**src/rtl/srmt_pkg.sv**
```systemverilog
`timescale 1ns / 1ps
`default_nettype none
// ----------------------------------------------------------------------------
// srmt_pkg: shared types and constants
// Types and constants used by the sorted range map table modules.
// ----------------------------------------------------------------------------
package srmt_pkg;

	localparam int TableEntries = 64;
	localparam int IdxW = $clog2(TableEntries);
	localparam int CntW = $clog2(TableEntries + 1);
	localparam int EntryW = 96;

	typedef enum logic [1:0] {
		REQ_LOOKUP = 2'd0,
		REQ_INSERT = 2'd1,
		REQ_CLEAR  = 2'd2,
		REQ_NONE   = 2'd3
	} req_t;

	typedef enum logic [3:0] {
		ST_HIT      = 4'd0,
		ST_MISS     = 4'd1,
		ST_INSERTED = 4'd2,
		ST_UPDATED  = 4'd3,
		ST_EXISTING = 4'd4,
		ST_OVERLAP  = 4'd5,
		ST_FULL     = 4'd6,
		ST_BAD      = 4'd7,
		ST_CLEARED  = 4'd8
	} status_t;

	typedef struct packed {
		logic [1:0]  req_type;
		logic [31:0] lookup_key;
		logic [31:0] range_first;
		logic [31:0] range_last;
		logic [31:0] payload_in;
	} req_item_t;

	typedef struct packed {
		logic [3:0]  status;
		logic [31:0] found_first;
		logic [31:0] found_last;
		logic [31:0] found_payload;
	} rsp_item_t;

	// Controller to datapath commands.
	typedef struct packed {
		logic load_req;
		logic search_init;
		logic search_step;
		logic rd_mid;
		logic rd_pos;
		logic shift_rd;
		logic shift_wr;
		logic wr_new;
		logic wr_pay;
		logic cnt_inc;
		logic cnt_clr;
		logic emit;
		logic [3:0] emit_status;
		logic emit_entry;
	} srmt_cmd_t;

	// Datapath to controller status.
	typedef struct packed {
		req_t req;
		logic bad_range;
		logic search_done;
		logic pos_valid;
		logic pos_hit;
		logic exact;
		logic pay_zero;
		logic full;
		logic shift_done;
	} srmt_sts_t;

endpackage
`default_nettype wire

```
**src/rtl/srmt_ctrl.sv**
```systemverilog
`timescale 1ns / 1ps
`default_nettype none
// ----------------------------------------------------------------------------
// srmt_ctrl: request sequencer
// Steps a request through search, shift and result phases.
// ----------------------------------------------------------------------------
module srmt_ctrl (
	input  wire logic           clk,
	input  wire logic           arst_n,
	input  wire logic           start,
	output logic                busy,
	input  srmt_pkg::srmt_sts_t sts,
	output srmt_pkg::srmt_cmd_t cmd
);
	typedef enum logic [2:0] {
		S_IDLE, S_DECODE, S_SEARCH, S_WAIT, S_POS, S_READ, S_SHIFT, S_INSERT
	} state_t;

	state_t state_q;

	always_comb begin
		cmd = '0;
		cmd.load_req = start && !busy;
		unique case (state_q)
			S_IDLE: begin
			end
			S_DECODE: begin
				cmd.search_init = 1'b1;
				unique case (sts.req)
					srmt_pkg::REQ_CLEAR: begin
						cmd.cnt_clr = 1'b1;
						cmd.emit = 1'b1;
						cmd.emit_status = srmt_pkg::ST_CLEARED;
					end
					srmt_pkg::REQ_NONE: begin
						cmd.emit = 1'b1;
						cmd.emit_status = srmt_pkg::ST_MISS;
					end
					srmt_pkg::REQ_INSERT: begin
						if (sts.bad_range) begin
							cmd.emit = 1'b1;
							cmd.emit_status = srmt_pkg::ST_BAD;
						end
					end
					srmt_pkg::REQ_LOOKUP: begin
					end
				endcase
			end
			S_SEARCH: begin
				if (!sts.search_done) begin
					cmd.rd_mid = 1'b1;
				end
			end
			S_WAIT: cmd.search_step = 1'b1;
			S_POS: cmd.rd_pos = 1'b1;
			S_READ: begin
				cmd.emit = 1'b1;
				if (sts.req == srmt_pkg::REQ_LOOKUP) begin
					cmd.emit_entry = sts.pos_valid && sts.pos_hit;
					cmd.emit_status = cmd.emit_entry ? srmt_pkg::ST_HIT : srmt_pkg::ST_MISS;
				end else if (sts.pos_valid && sts.pos_hit) begin
					if (sts.exact) begin
						cmd.emit_entry = 1'b1;
						cmd.wr_pay = !sts.pay_zero;
						cmd.emit_status = sts.pay_zero ? srmt_pkg::ST_EXISTING
							: srmt_pkg::ST_UPDATED;
					end else begin
						cmd.emit_status = srmt_pkg::ST_OVERLAP;
					end
				end else if (sts.full) begin
					cmd.emit_status = srmt_pkg::ST_FULL;
				end else begin
					cmd.emit = 1'b0;
				end
			end
			S_SHIFT: begin
				if (!sts.shift_done) begin
					cmd.shift_rd = 1'b1;
				end
			end
			S_INSERT: begin
				if (sts.shift_done) begin
					cmd.wr_new = 1'b1;
					cmd.cnt_inc = 1'b1;
					cmd.emit = 1'b1;
					cmd.emit_status = srmt_pkg::ST_INSERTED;
				end else begin
					cmd.shift_wr = 1'b1;
				end
			end
			default: begin
			end
		endcase
	end

	always_ff @(posedge clk or negedge arst_n) begin
		if (!arst_n) begin
			state_q <= S_IDLE;
			busy <= 1'b0;
		end else begin
			unique case (state_q)
				S_IDLE: begin
					if (start) begin
						state_q <= S_DECODE;
						busy <= 1'b1;
					end
				end
				S_DECODE: begin
					if (cmd.emit) begin
						state_q <= S_IDLE;
						busy <= 1'b0;
					end else begin
						state_q <= S_SEARCH;
					end
				end
				S_SEARCH: state_q <= sts.search_done ? S_POS : S_WAIT;
				S_WAIT: state_q <= S_SEARCH;
				S_POS: state_q <= S_READ;
				S_READ: begin
					if (cmd.emit) begin
						state_q <= S_IDLE;
						busy <= 1'b0;
					end else begin
						state_q <= S_SHIFT;
					end
				end
				S_SHIFT: state_q <= S_INSERT;
				S_INSERT: begin
					if (sts.shift_done) begin
						state_q <= S_IDLE;
						busy <= 1'b0;
					end else begin
						state_q <= S_SHIFT;
					end
				end
				default: begin
					state_q <= S_IDLE;
					busy <= 1'b0;
				end
			endcase
		end
	end

	as_busy_idle: assert property (@(posedge clk) disable iff (!arst_n)
		busy == (state_q != S_IDLE))
		else $error("busy disagrees with state");
	as_emit_ends: assert property (@(posedge clk) disable iff (!arst_n)
		cmd.emit |=> !busy)
		else $error("result emitted but request not retired");
	as_one_write: assert property (@(posedge clk) disable iff (!arst_n)
		$countones({cmd.shift_wr, cmd.wr_new, cmd.wr_pay}) <= 1)
		else $error("conflicting RAM writes");
endmodule
`default_nettype wire

```
**config.mk**
```make
export PLATFORM = sky130hd
export DESIGN_NAME = srmt_ctrl
export DESIGN_NICKNAME = d
export VERILOG_FILES = /design/src/rtl/srmt_pkg.sv /design/src/rtl/srmt_ctrl.sv
export SDC_FILE = /design/constraint.sdc
export NUM_CORES = 1
export LEC_CHECK = 0
export ABC_AREA = 1
export BUFFER_PORTS_ARGS = -buffer_cell sky130_fd_sc_hd__buf_2
export CORE_AREA = 2 2 39 41
export CTS_BUF_LIST = sky130_fd_sc_hd__clkbuf_4 sky130_fd_sc_hd__clkbuf_8
export CTS_CLUSTER_SIZE = 24
export DETAILED_ROUTE_END_ITERATION = 8
export DIE_AREA = 0 0 41 43
export GPL_TIMING_DRIVEN = 0
export HOLD_SLACK_MARGIN = 0.08
export PLACE_DENSITY = 0.75
export SLEW_MARGIN = 10
export SYNTH_ARGS = -nofsm -noshare
export SYNTH_HDL_FRONTEND = slang
export SYNTH_SLANG_ARGS = --single-unit
export TNS_END_PERCENT = 100
```
**constraint.sdc**
```tcl
create_clock -name clk -period 2.49 [get_ports clk]
set_input_delay 0.6225 -clock clk [delete_from_list [all_inputs] [get_ports clk]]
set_output_delay 0.6225 -clock clk [all_outputs]
set_load 0.01 [all_outputs]
```
[Word level (Yosys, flattened, before mapping)]
Cells that the tools add are included.
Cells by class
  eq/ne operators: 13
  multiplexer cells: 42
  reductions and logical operators: 9
Operator list (count)
  case mux 5 bit (3 select lines): 2
  two-way mux 1 bit: 25
  case mux 3 bit (8 select lines): 1
  two-way mux 3 bit: 7
  two-way mux 5 bit: 3
  equality test 3 bit, second input constant: 4
  equality test 3 x 2 -> 1 bit, second input constant: 2
  equality test 2 bit, second input constant: 2
  two-way mux 2 bit: 2
  two-way mux 4 bit: 1
  inequality test 2 bit, second input constant: 2
  AND reduction 4 bit: 1
  equality test 3 x 1 -> 1 bit, second input constant: 1
  logical NOT 3 bit: 1
  case mux 1 bit (3 select lines): 1
  nonzero test 3 bit: 1
  equality test 2 x 1 -> 1 bit, second input constant: 1
  logical AND 1 bit: 2
  logical NOT 1 bit: 2
  logical NOT 2 bit: 1
  inequality test 2 x 1 -> 1 bit, second input constant: 1
  OR reduction 2 bit: 1
Word-level totals
  register bits: 4
  input port bits: 13
  output and inout port bits: 18
  word-level logic and storage cells: 66

[Depth between registers and ports, before layout]
  word-level depth: 7
  mapped depth: 8
  mapped depth without buffers: 8

[Worst setup path after synthesis]
No wires, ideal clock.
  path type: input-to-output
  start point: input port sts[5] in the netlist's numbering
  end point: output port cmd[2] in the netlist's numbering
  arrival time: 1.194 ns
  data required time: 1.867 ns
  slack: 0.674 ns
  stages: 6
  buffers on the path: 0
  cells stage by stage: nand2_1 inv_1 nand2_1 nor2_1 nand2_1 nand4_1
RTL lines
  from (decl): RTL line srmt_ctrl.sv:12  | input srmt_pkg::srmt_sts_t sts,
  to (decl): RTL line srmt_ctrl.sv:13  | output srmt_pkg::srmt_cmd_t cmd

==> summary.md <==
| Metric | Value |
|---|---|
| Initial core utilization | `0.3571` |
| Nets | `130` |
| Unique masters post-synth | `20` |
| Slew @ Worst Pin | `approximately 240 ps` |
| Largest net degree at the start of global routing | `7` |
| Initial DRT Pass Iterations | `4` |
| Syn_area_per_cell | `6.027 sq um` |
| Crit path arrival time | `1460 ps` |
| Post-Syn Area | `494.2 sq um` |
| CP top delay family | `simple AND/OR/NAND/NOR gates` |
| CP max stage delay | `approximately 460 ps` |
| ANT cells | `0` |
| Die area | `1763 sq um` |
| Iter 0 DRT Violations | `6` |
| Commonest non-fill, non-tap cell in the layout | `buf_2` |
| Worst Path Class, Setup | `register to output pin` |
| Pleak | `0.0004340 uW` |
| Worst R2R End | `busy$_DFFE_PN0P_` |
| Final Hold Fails | `0` |
| First-pass GRT wire length | `1794 um` |
| WL/cell | `between 9 and 10 um` |
| Leading cell types in the layout, fill and taps excluded | `buf_2, nand2_1, inv_1` |
| Max Cap Viol | `0` |
| Final WL | `around 1200 um` |
| P&R area growth vs syn | `38.99%` |
| Final setup fails | `0` |
| Post-CTS Resized | `0` |
| Max Clk Rate | `480.2 MHz` |
| Setup TNS | `0 ps` |
| Critical Path Start Type | `register` |
| CTS tree | `yes` |
| Clock root buffer | `clkbuf_4` |
| Yosys warns | `0` |
| Die X-Extent | `41 um` |
| Slew HR | `0.8410` |
| Slowest library cell on the worst path | `dfrtp_1` |
| Status | `complete, no violations` |
| # rows | `14` |
| Overall power | `655.5 uW` |
| Synthesized instance count | `a little over 80` |
| Crit-path max FO | `6` |
| Number of remaining DRC errors | `0` |
| Global route overflow | `0` |
| Worst reg2reg setup slack | `~1300 ps` |
| GP Congestion | `0.7552` |
| Reg-to-Reg Start | `state_q[2]$_DFFE_PN0N_` |
| Total clock buffers created by CTS | `3` |
| Vias | `~630` |
| Post-place setup slack | `~410 ps` |
| Max clock buf depth | `2` |
| Tot GR Track Use | `0.1456` |
| Crit path time final | `between 2000 and 2500 ps` |
| Vias per inst | `between 4 and 5` |
| Die height | `43 um` |
| CP Cell Sequence | `nand2_2, nor2_4, inv_2, nor3_2, inv_1, nand4_1, buf_2` |
| H-tree levels | `1` |
| RSZ-0062 raised after global routing | `false` |
| Buffers added on ports | `30` |
| Placed cell area | `664.4 sq um` |
| I/O pins | `31` |
| Worst reg2reg path depth | `7` |
| Clock Latency Late Sink | `230 ps` |
| Initial antenna violation count | `0` |
| Post-route setup slack | `roughly 400 ps` |
| Clk_skew | `0.7622 ps` |
| CTS clk-pin slew, worst paths | `roughly 40 ps` |
| Worst path bufs/invs | `3` |
| Setup crit end kind | `output pin` |
| Cts hold-fix bufs | `0` |
| Max-slew violations | `0` |
| Period utilization | `0.8362` |
| HP Class | `input pin to async pin` |
| Vias in the first global route | `542` |
| Setup Fix Bufs, Post-CTS | `0` |
| Peak VDD IR | `0.0005345 V` |
| Mapped Nets | `95` |
| Synth Register Bits | `4` |
| Cell area after layout | `approximately 700 sq um` |
| Detailed-placement wirelength estimate | `1037 um` |
| Final ANT Viol Nets | `0` |
| Worst Path Required | `about 1900 ps` |
| Core area | `1384 sq um` |
| P per Cell Area | `954.3 nW/um^2` |
| CTS sink cnt | `4` |
| Post-synthesis sequential area ratio | `0.2025` |
| Fraction of layout cells with a size suffix above 1 | `0.4261` |
## power by group
group          internal (uW)  switching, uW  total, uW
sequential               101           41.3        142
combinational            163            272        435
clock                   53.8           24.9       78.7
total                    317            338        656
## metal layers
layer,vias up,part of all wire,track usage
li1,331,-,-
met1,272,0.43,0.1447
met2,25,0.51,0.2531
met3,0,0.058,0.02094
met4,0,0,0.1000
met5,-,0,0
## synthesized netlist by cell type
master | count | share of area
nand2_1 | 17 | 0.13
inv_1 | 15 | 0.11
nand3_1 | 7 | 0.071
nor2_1 | 7 | 0.053
nand4_1 | 5 | 0.063
dfrtp_1 | 4 | 0.20
inv_2 | 4 | 0.030
nor3_1 | 4 | 0.041
a21oi_1 | 3 | 0.030
nor2_4 | 3 | 0.068
nand2_2 | 2 | 0.025
nor2_2 | 2 | 0.025
o21ai_0 | 2 | 0.020
buf_4 | 1 | 0.015
nand2_4 | 1 | 0.023
nand4_2 | 1 | 0.025
nor3_2 | 1 | 0.020
o211ai_1 | 1 | 0.015
o21ai_1 | 1 | 0.010
o21ai_2 | 1 | 0.018
## layout make-up
cell class | instances | area, sq um
inverters | 19 | 71.32
flip-flops and latches | 4 | 100.1
plain buffers | 1 | 7.507
clock buffers | 3 | 22.52
repair buffers | 30 | 150.1
multi-input cells | 58 | 315.3
fillers | 134 | 696.9
well taps | 16 | 20.02
## stage by stage
| stage | utilization | hold WS, ps | instances |
|---|---|---|---|
| 2_1_floorplan | - | 326.9 | 82 |
| 3_3_place_gp | 0.4801 | 427.0 | 128 |
| 3_5_place_dp | 0.4801 | 428.2 | 128 |
| 4_1_cts | 0.4964 | 175.1 | 131 |
| 5_1_grt | 0.4964 | 181.5 | 131 |
| 6_report | 0.4964 | 185.0 | 131 |
## flip-flops by register name, summed over array words and instances (netlist names)
signal   flops
state_q      3
busy         1
## worst max path at each step
| stage | startpoint | to | slack [ps] | cells after the start |
|---|---|---|---|---|
| 2_1_floorplan | sts[5] | cmd[2] | 670 | 6 |
| 3_3_place_gp | sts[9] | cmd[1] | 420 | 8 |
| 3_5_place_dp | sts[9] | cmd[1] | 410 | 8 |
| 4_1_cts | state_q[0]$_DFFE_PN0N_ | cmd[2] | 400 | 7 |
| 5_1_grt | sts[5] | cmd[2] | 280 | 8 |
| 6_report | state_q[0]$_DFFE_PN0N_ | cmd[2] | 410 | 7 |
## cells by family (layout without fill, tap and decap cells)
family                 count (synthesis)  in the layout  share of synthesized area
buffers and inverters                 20             53                     0.1595
AO/OA/AOI/OAI                          8              8                    0.09366
AND/OR/NAND/NOR                       50             50                     0.5443
flip-flops                             4              4                     0.2025
(Power assumes the default switching activity.)
